$ cat config.mk
export PLATFORM = sky130hd
export DESIGN_NAME = per_layer_lru_expert_cache
export DESIGN_NICKNAME = d
export VERILOG_FILES = /design/src/hdl/plc_pkg.sv /design/src/hdl/per_layer_lru_expert_cache.sv /design/src/hdl/plc_cell.sv
export SDC_FILE = /design/constraint.sdc
export NUM_CORES = 2
export LEC_CHECK = 0
export BUFFER_PORTS_ARGS = -buffer_cell sky130_fd_sc_hd__buf_2
export CELL_PAD_IN_SITES_DETAIL_PLACEMENT = 1
export CELL_PAD_IN_SITES_GLOBAL_PLACEMENT = 1
export CORE_MARGIN = 2
export CORE_UTILIZATION = 45
export DETAILED_ROUTE_END_ITERATION = 12
export HOLD_SLACK_MARGIN = 0.12
export PLACE_DENSITY = 0.65
export SYNTH_ARGS = -nofsm -noshare
export SYNTH_HDL_FRONTEND = slang
export SYNTH_HIERARCHICAL = 1
export SYNTH_SLANG_ARGS = --single-unit
$ cat constraint.sdc
create_clock -name clk -period 22.9 [get_ports clk]
set_input_delay 5.725 -clock clk [delete_from_list [all_inputs] [get_ports clk]]
set_output_delay 5.725 -clock clk [all_outputs]
set_load 0.02 [all_outputs]
$ cat src/hdl/plc_pkg.sv
// Shared types and constants for the per-layer LRU expert cache.
// Used by plc_cell and per_layer_lru_expert_cache; depends on nothing.
package plc_pkg;

  // Default geometry of the cache.
  localparam int PLC_LAYERS = 16;
  localparam int PLC_WAYS   = 16;

  // Field widths fixed by the interface.
  localparam int LAYER_W = 4;
  localparam int TAG_W   = 6;
  localparam int SLOT_W_OUT = 4;
  localparam int CAP_W   = 5;
  localparam int CNT_W   = 32;
  localparam logic [CAP_W-1:0] CAP_RESET = 5'd16;

  // Slot and rank fields carried between cells cover the largest way count (64).
  localparam int SLOT_W = 6;

  typedef enum logic {
    ST_IDLE,
    ST_LOOK
  } plc_state_t;

  // Search result rippled along the cell chain.
  typedef struct packed {
    logic              found;
    logic [SLOT_W-1:0] slot;
    logic [SLOT_W-1:0] rank;
    logic              vic;
    logic [SLOT_W-1:0] vic_slot;
    logic [TAG_W-1:0]  vic_tag;
  } plc_chain_t;

  // Row update broadcast to every cell.
  typedef struct packed {
    logic              wr_en;
    logic              miss;
    logic              age_all;
    logic [SLOT_W-1:0] slot;
    logic [SLOT_W-1:0] old_rank;
    logic [TAG_W-1:0]  tag;
  } plc_upd_t;

endpackage

$ cat src/hdl/per_layer_lru_expert_cache.sv
// Per-layer LRU expert cache: control, fill counts, totals and the way chain.
// Depends on plc_pkg and plc_cell.
// A lookup beat is accepted only while idle; the row is read into registers in each way
// memory, then the row is searched and written back and the result is registered at the
// output. in_stall holds further beats until the lookup finishes, and a held output stalls it.
// Reset: synchronous, active low; clears fill counts, totals, capacity (16) and
// control state. Tag and rank memories are not cleared and need no clearing pass.
module per_layer_lru_expert_cache import plc_pkg::*; #(
  parameter int LAYERS = PLC_LAYERS,
  parameter int WAYS   = PLC_WAYS
) (
  input  logic                  clk,
  input  logic                  rst_n,
  input  logic                  cfg_wr_en,
  input  logic [CAP_W-1:0]      cfg_wr_data,
  input  logic                  in_valid,
  output logic                  in_stall,
  input  logic [LAYER_W-1:0]    in_layer,
  input  logic [TAG_W-1:0]      in_expert_id,
  output logic                  out_valid,
  input  logic                  out_stall,
  output logic                  out_hit,
  output logic [SLOT_W_OUT-1:0] out_slot,
  output logic                  out_evicted_valid,
  output logic [TAG_W-1:0]      out_evicted_expert,
  output logic [CNT_W-1:0]      out_hit_total,
  output logic [CNT_W-1:0]      out_miss_total
);

  localparam int FW = $clog2(WAYS+1);
  localparam int LW = (LAYERS > 1) ? $clog2(LAYERS) : 1;

  plc_state_t state_r, state_nxt;
  logic [CAP_W-1:0]  cap_r;
  logic [FW-1:0]     fill_cnt_r [LAYERS];
  logic [FW-1:0]     fill_r;
  logic [LW-1:0]     row_r;
  logic [TAG_W-1:0]  tag_r;
  logic [CNT_W-1:0]  hit_cnt_r, miss_cnt_r;

  logic                  out_valid_r;
  logic                  out_hit_r, out_ev_valid_r;
  logic [SLOT_W_OUT-1:0] out_slot_r;
  logic [TAG_W-1:0]      out_ev_tag_r;

  logic [LW-1:0] row_idx;
  logic [LW-1:0] rd_row;
  logic          accept;
  logic          done;
  logic [FW-1:0] eff_cap;
  logic          has_room;
  plc_upd_t      upd;
  plc_chain_t    chain_w [WAYS+1];
  plc_chain_t    res;

  // Layer index modulo the layer count, as a small constant table.
  always_comb begin
    row_idx = '0;
    for (int v = 0; v < 2**LAYER_W; v++) begin
      if (in_layer == LAYER_W'(v)) begin
        row_idx = LW'(v % LAYERS);
      end
    end
  end

  assign in_stall  = state_r != ST_IDLE;
  assign accept    = (state_r == ST_IDLE) && in_valid;
  assign done      = (state_r == ST_LOOK) && (!out_valid_r || !out_stall);
  assign rd_row    = accept ? row_idx : row_r;
  assign res       = chain_w[WAYS];

  // Effective capacity, clamped to one through the way count.
  always_comb begin
    if (cap_r == '0) begin
      eff_cap = FW'(1);
    end else if (32'(cap_r) > 32'(WAYS)) begin
      eff_cap = FW'(WAYS);
    end else begin
      eff_cap = FW'(cap_r);
    end
  end
  assign has_room = fill_r < eff_cap;

  // Row update: promote a hit, insert into a free slot, or replace the victim.
  always_comb begin
    upd.wr_en    = done;
    upd.miss     = !res.found;
    upd.age_all  = !res.found;
    upd.old_rank = res.rank;
    upd.tag      = tag_r;
    if (res.found) begin
      upd.slot = res.slot;
    end else if (has_room) begin
      upd.slot = SLOT_W'(fill_r);
    end else begin
      upd.slot = res.vic_slot;
    end
  end

  // Chain of ways.
  assign chain_w[0] = '0;
  for (genvar g = 0; g < WAYS; g++) begin : g_way
    plc_cell #(
      .LAYERS (LAYERS),
      .WAYS   (WAYS),
      .INDEX  (g)
    ) u_cell (
      .clk       (clk),
      .rd_en     (accept),
      .row       (rd_row),
      .fill      (fill_r),
      .req_tag   (tag_r),
      .upd       (upd),
      .chain_in  (chain_w[g]),
      .chain_out (chain_w[g+1])
    );
  end

  // State register.
  always_ff @(posedge clk) begin
    if (!rst_n) begin
      state_r <= ST_IDLE;
    end else begin
      state_r <= state_nxt;
    end
  end

  // Next state.
  always_comb begin
    state_nxt = state_r;
    case (state_r)
      ST_IDLE: begin
        if (accept) begin
          state_nxt = ST_LOOK;
        end
      end
      ST_LOOK: begin
        if (done) begin
          state_nxt = ST_IDLE;
        end
      end
      default: state_nxt = ST_IDLE;
    endcase
  end

  // Configuration, fill counts and hit and miss totals.
  always_ff @(posedge clk) begin
    if (!rst_n) begin
      cap_r      <= CAP_RESET;
      hit_cnt_r  <= '0;
      miss_cnt_r <= '0;
      for (int l = 0; l < LAYERS; l++) begin
        fill_cnt_r[l] <= '0;
      end
    end else begin
      if (cfg_wr_en) begin
        cap_r <= cfg_wr_data;
      end
      if (done && res.found && (hit_cnt_r != '1)) begin
        hit_cnt_r <= hit_cnt_r + CNT_W'(1);
      end
      if (done && !res.found && (miss_cnt_r != '1)) begin
        miss_cnt_r <= miss_cnt_r + CNT_W'(1);
      end
      if (done && !res.found && has_room) begin
        fill_cnt_r[row_r] <= fill_r + FW'(1);
      end
    end
  end

  // Beat capture on accept.
  always_ff @(posedge clk) begin
    if (accept) begin
      row_r  <= row_idx;
      tag_r  <= in_expert_id;
      fill_r <= fill_cnt_r[row_idx];
    end
  end

  // Output register.
  always_ff @(posedge clk) begin
    if (!rst_n) begin
      out_valid_r <= 1'b0;
    end else if (done) begin
      out_valid_r <= 1'b1;
    end else if (!out_stall) begin
      out_valid_r <= 1'b0;
    end
  end

  always_ff @(posedge clk) begin
    if (done) begin
      out_hit_r      <= res.found;
      out_slot_r     <= upd.slot[SLOT_W_OUT-1:0];
      out_ev_valid_r <= !res.found && !has_room;
      out_ev_tag_r   <= (!res.found && !has_room) ? res.vic_tag : '0;
    end
  end

  assign out_valid          = out_valid_r;
  assign out_hit            = out_hit_r;
  assign out_slot           = out_slot_r;
  assign out_evicted_valid  = out_ev_valid_r;
  assign out_evicted_expert = out_ev_tag_r;
  assign out_hit_total      = hit_cnt_r;
  assign out_miss_total     = miss_cnt_r;

  // A full row always holds exactly one least recently used way.
  a_victim_present: assert property (@(posedge clk) disable iff (!rst_n)
    (done && !res.found && !has_room) |-> res.vic)
    else $error("no victim way found in a full row");

  // A layer never holds more entries than there are ways.
  a_fill_bound: assert property (@(posedge clk) disable iff (!rst_n)
    (state_r == ST_LOOK) |-> (32'(fill_r) <= 32'(WAYS)))
    else $error("fill count exceeds way count");

  // A new result only appears after a finished lookup.
  a_result_source: assert property (@(posedge clk) disable iff (!rst_n)
    $rose(out_valid_r) |-> $past(state_r == ST_LOOK))
    else $error("result raised without a lookup");

  // A finished lookup returns to idle.
  a_look_ends: assert property (@(posedge clk) disable iff (!rst_n)
    done |=> (state_r == ST_IDLE))
    else $error("lookup did not return to idle");

endmodule

$ cat src/hdl/plc_cell.sv
// One way of the cache: tag and recency rank for every layer, plus its link
// in the search chain. Depends on plc_pkg.
module plc_cell import plc_pkg::*; #(
  parameter int LAYERS = PLC_LAYERS,
  parameter int WAYS   = PLC_WAYS,
  parameter int INDEX  = 0
) (
  input  logic                clk,
  input  logic                rd_en,
  input  logic [((LAYERS > 1) ? $clog2(LAYERS) : 1)-1:0] row,
  input  logic [$clog2(WAYS+1)-1:0] fill,
  input  logic [TAG_W-1:0]    req_tag,
  input  plc_upd_t            upd,
  input  plc_chain_t          chain_in,
  output plc_chain_t          chain_out
);

  localparam int RW = (WAYS > 1) ? $clog2(WAYS) : 1;
  localparam int FW = $clog2(WAYS+1);
  localparam int LW = (LAYERS > 1) ? $clog2(LAYERS) : 1;

  logic [TAG_W-1:0] tag_mem [LAYERS];
  logic [RW-1:0]    rank_mem [LAYERS];
  logic [TAG_W-1:0] tag_q_r;
  logic [RW-1:0]    rank_q_r;

  logic in_fill;
  logic is_me;
  logic match;
  logic victim;
  logic aging;
  logic [SLOT_W-1:0] rank_ext;
  logic [LW-1:0] row_idx;

  assign row_idx  = row;
  assign rank_ext = SLOT_W'(rank_q_r);
  assign in_fill  = FW'(INDEX) < fill;
  assign is_me    = upd.slot == SLOT_W'(INDEX);
  assign match    = in_fill && (tag_q_r == req_tag);
  assign victim   = in_fill && (rank_ext == (SLOT_W'(fill) - SLOT_W'(1)));
  assign aging    = in_fill && !is_me && (upd.age_all || (rank_ext < upd.old_rank));

  // Row read on accept, write-back of the promoted or aged entry.
  always_ff @(posedge clk) begin
    if (rd_en) begin
      tag_q_r  <= tag_mem[row_idx];
      rank_q_r <= rank_mem[row_idx];
    end
    if (upd.wr_en && is_me) begin
      rank_mem[row_idx] <= '0;
      if (upd.miss) begin
        tag_mem[row_idx] <= upd.tag;
      end
    end else if (upd.wr_en && aging) begin
      rank_mem[row_idx] <= rank_q_r + RW'(1);
    end
  end

  // Merge this way's hit and victim flags into the chain; filled tags are unique.
  always_comb begin
    chain_out = chain_in;
    if (!chain_in.found && match) begin
      chain_out.found = 1'b1;
      chain_out.slot  = SLOT_W'(INDEX);
      chain_out.rank  = rank_ext;
    end
    if (!chain_in.vic && victim) begin
      chain_out.vic      = 1'b1;
      chain_out.vic_slot = SLOT_W'(INDEX);
      chain_out.vic_tag  = tag_q_r;
    end
  end

endmodule
==> summary.md <==
| Metric | Value |
|---|---|
| DP Area | 129,000 um2 |
| CTS tree | yes |
| Pins Over Slew Limit | 39 |
| Vias per std cell | 5.95 |
| Crit Path Category | input port to flip-flop |
| Data arrival time of the critical path | 11.20 ns |
| Die area | 282,000 um2 |
| Post-CTS Resized | 0 |
| Critical Path Most Common Cell | buf_4 |
| Htree depth | 5 |
| Initial Util | 45.2% |
| CTS clock-pin slew for the worst setup and hold paths | 0.06 ns |
| Worst path required time | 23.41 ns |
| Final Setup Violations | 0 |
| Layout cells sized above 1 | 21.6% |
| GR Util All Layers | 22.3% |
| 1st-iter DRT viols | 5,361 |
| Detail Placement HPWL | 202 mm |
| Final Hold Vio Count | 0 |
| Worst vdd ir | 0.0700 mV |
| Routability Congestion | 0.792 |
| Worst hold path class | flip-flop to flip-flop |
| Number of global-route vias before repair | 68,900 |
| Status | finished, violations left |
| Row count | 193 |
| Period utilisation layout | 46.7% |
| Gr ovfl total | 0 |
| DR WL/cell | 28.6 um |
| P_leak | 44.8 nW |
| Final std cells w/o fill | 11,000 |
| Worst slew pin tran | 3.83 ns |
| Core box area | 276,000 um2 |
| Critical Path End Type | flip-flop |
| CP max stage delay | 0.89 ns |
| Synth Cell Area | 125,000 um2 |
| Syn Area/Cell | 18.2 um2 |
| Cts hold-fix bufs | 0 |
| Fin crit period | 10.69 ns |
| Setup_tns | 0 ns |
| Io pins | 98 |
| Layout Skew | 0.0610 ns |
| Clock root buffer | clkbuf_16 |
| Post-Syn Instances | 6,854 |
| Failing checks | slew limit |
| Clock latency on the worst-skew pair | 0.92 ns |
| # Post-CTS Setup Buffers | 0 |
| Pre-Repair DR Iteration Count | 5 |
| Final ANT Viol Nets | 0 |
| DP Cell Count | 10,400 |
| Cell chain of the critical path | buf_2, nand2b_1, mux2_8, buf_4, buf_12, buf_4, nor2b_1, nand2_1, nor3_1 |
| CP max stage cell | buf_4 |
| Crit path max-delay family | buffers and inverters |
| Die height | 531 um |
| Final hold slack | 0.503 ns |
| Final nets | 7,162 |
| Power per Cell Area | 91.5 nW/um2 |
| RSZ-0062 raised after global routing | false |
| Clock buffer depth | 4 |
| Ys Warns | 6 |
| Relative max-transition margin | -158% |
| Max Cap Viol | 0 |
| Startpoint Class | input port |
| Clock Sinks | 2,898 |
| Fin area | 140,000 um2 |
| # port buffers | 97 |
| Initial antenna violation count | 12 |
| CP Buf/Inv Count | 4 |
| Synth-to-Final Area Change | 11.7% |
| Fmax | 0.0935 GHz |
| Number of remaining DRC errors | 0 |
| Via count | 65,500 |
| Largest net degree at the start of global routing | 132 |
| CP Max Fanout | 92 |
| Chip Width | 531 um |
| Routed Wire Length | 315 mm |
| Num CTS Buffers | 315 |
| First-pass GRT wire length | 469 mm |
state kept, by name (all words and copies together) (netlist names), 6 cells and up:
register               cells
fill_cnt_r                80
g_way.u_cell/tag_mem    1536
out_hit_total             32
tag_r                      6
g_way.u_cell/tag_q_r      96
g_way.u_cell/rank_q_r     64
out_miss_total            32
g_way.u_cell/rank_mem   1024
out_evicted_expert         6
report_power, final:
group / switching [mW] / leakage [nW] / internal (mW)
clock network: 2.11 / 4.90 / 2.87
registers: 0.103 / 26.4 / 5.97
logic: 1.01 / 13.5 / 0.696
total: 3.22 / 44.8 / 9.54
per-layer routing:
layer / up-vias / share of wire, % / wire length, um / track usage [%]
met3: 431 / 5.2 / 16400 / 2.96
met1: 35000 / 43 / 137000 / 31.6
li1: 28200 / - / - / -
met2: 1839 / 49 / 154000 / 36.7
met4: 4 / 2.3 / 7360 / 5.73
met5: - / 0.0082 / 26 / 0
path summary, 6_finish.rpt:
path	from	to	slack, ns	cells after the start
max	in_valid	g_way[10].u_cell/tag_mem[1][2]$_DFFE_PP_	12.21	9
min	out_hit_total[18]$_SDFFE_PN0P_	out_hit_total[18]$_SDFFE_PN0P_	0.50	2
max reg2reg	fill_r[3]$_DFFE_PP_	g_way[15].u_cell/rank_mem[9][3]$_DFFE_PP_	12.32	28
min reg2reg	out_hit_total[18]$_SDFFE_PN0P_	out_hit_total[18]$_SDFFE_PN0P_	0.50	2
cell type report:
type | instances | area (um2)
diodes | 5 | 12.5
clock inverters | 182 | 1860
flip-flops and latches | 2898 | 86300
multi-input cells | 3477 | 36400
clock buffers | 374 | 8250
repair buffers | 241 | 1630
inverters | 121 | 470
well taps | 3705 | 4640
fillers | 25200 | 137000
metrics by stage:
stage               power, mW  setup slack [ns]  utilization (%)
finish                   12.8             12.21             50.5
global route             13.2             11.68             50.5
CTS                      12.9             12.18             50.5
detailed placement       7.88             11.30             46.8
global placement         7.84             11.37             46.8
floorplan                7.34             12.27                -
cell usage in the layout, fill, tap and decap left out, types with 97 or more instances in the layout:
master        n
mux4_2      632
inv_1       117
buf_2        97
nand2_1     195
edfxtp_1   2823
xnor2_1     120
buf_4       139
nand2b_1    101
nor2_1      401
a21oi_1     205
nor2b_1     185
mux4_1      173
mux2_2      103
nand3_1     178
nor3_1      148
clkbuf_16   321
worst register-to-register path: cells and delay by family (launching register included):
| family | cells | cell delay, ns |
|---|---|---|
| compound gates | 3 | 0.60 |
| fa+ha+maj | 1 | 0.23 |
| buf+inv | 4 | 1.11 |
| flops | 1 | 0.88 |
| mux | 15 | 4.50 |
| simple gates | 5 | 2.87 |
Power figures use the tool's default switching activity.
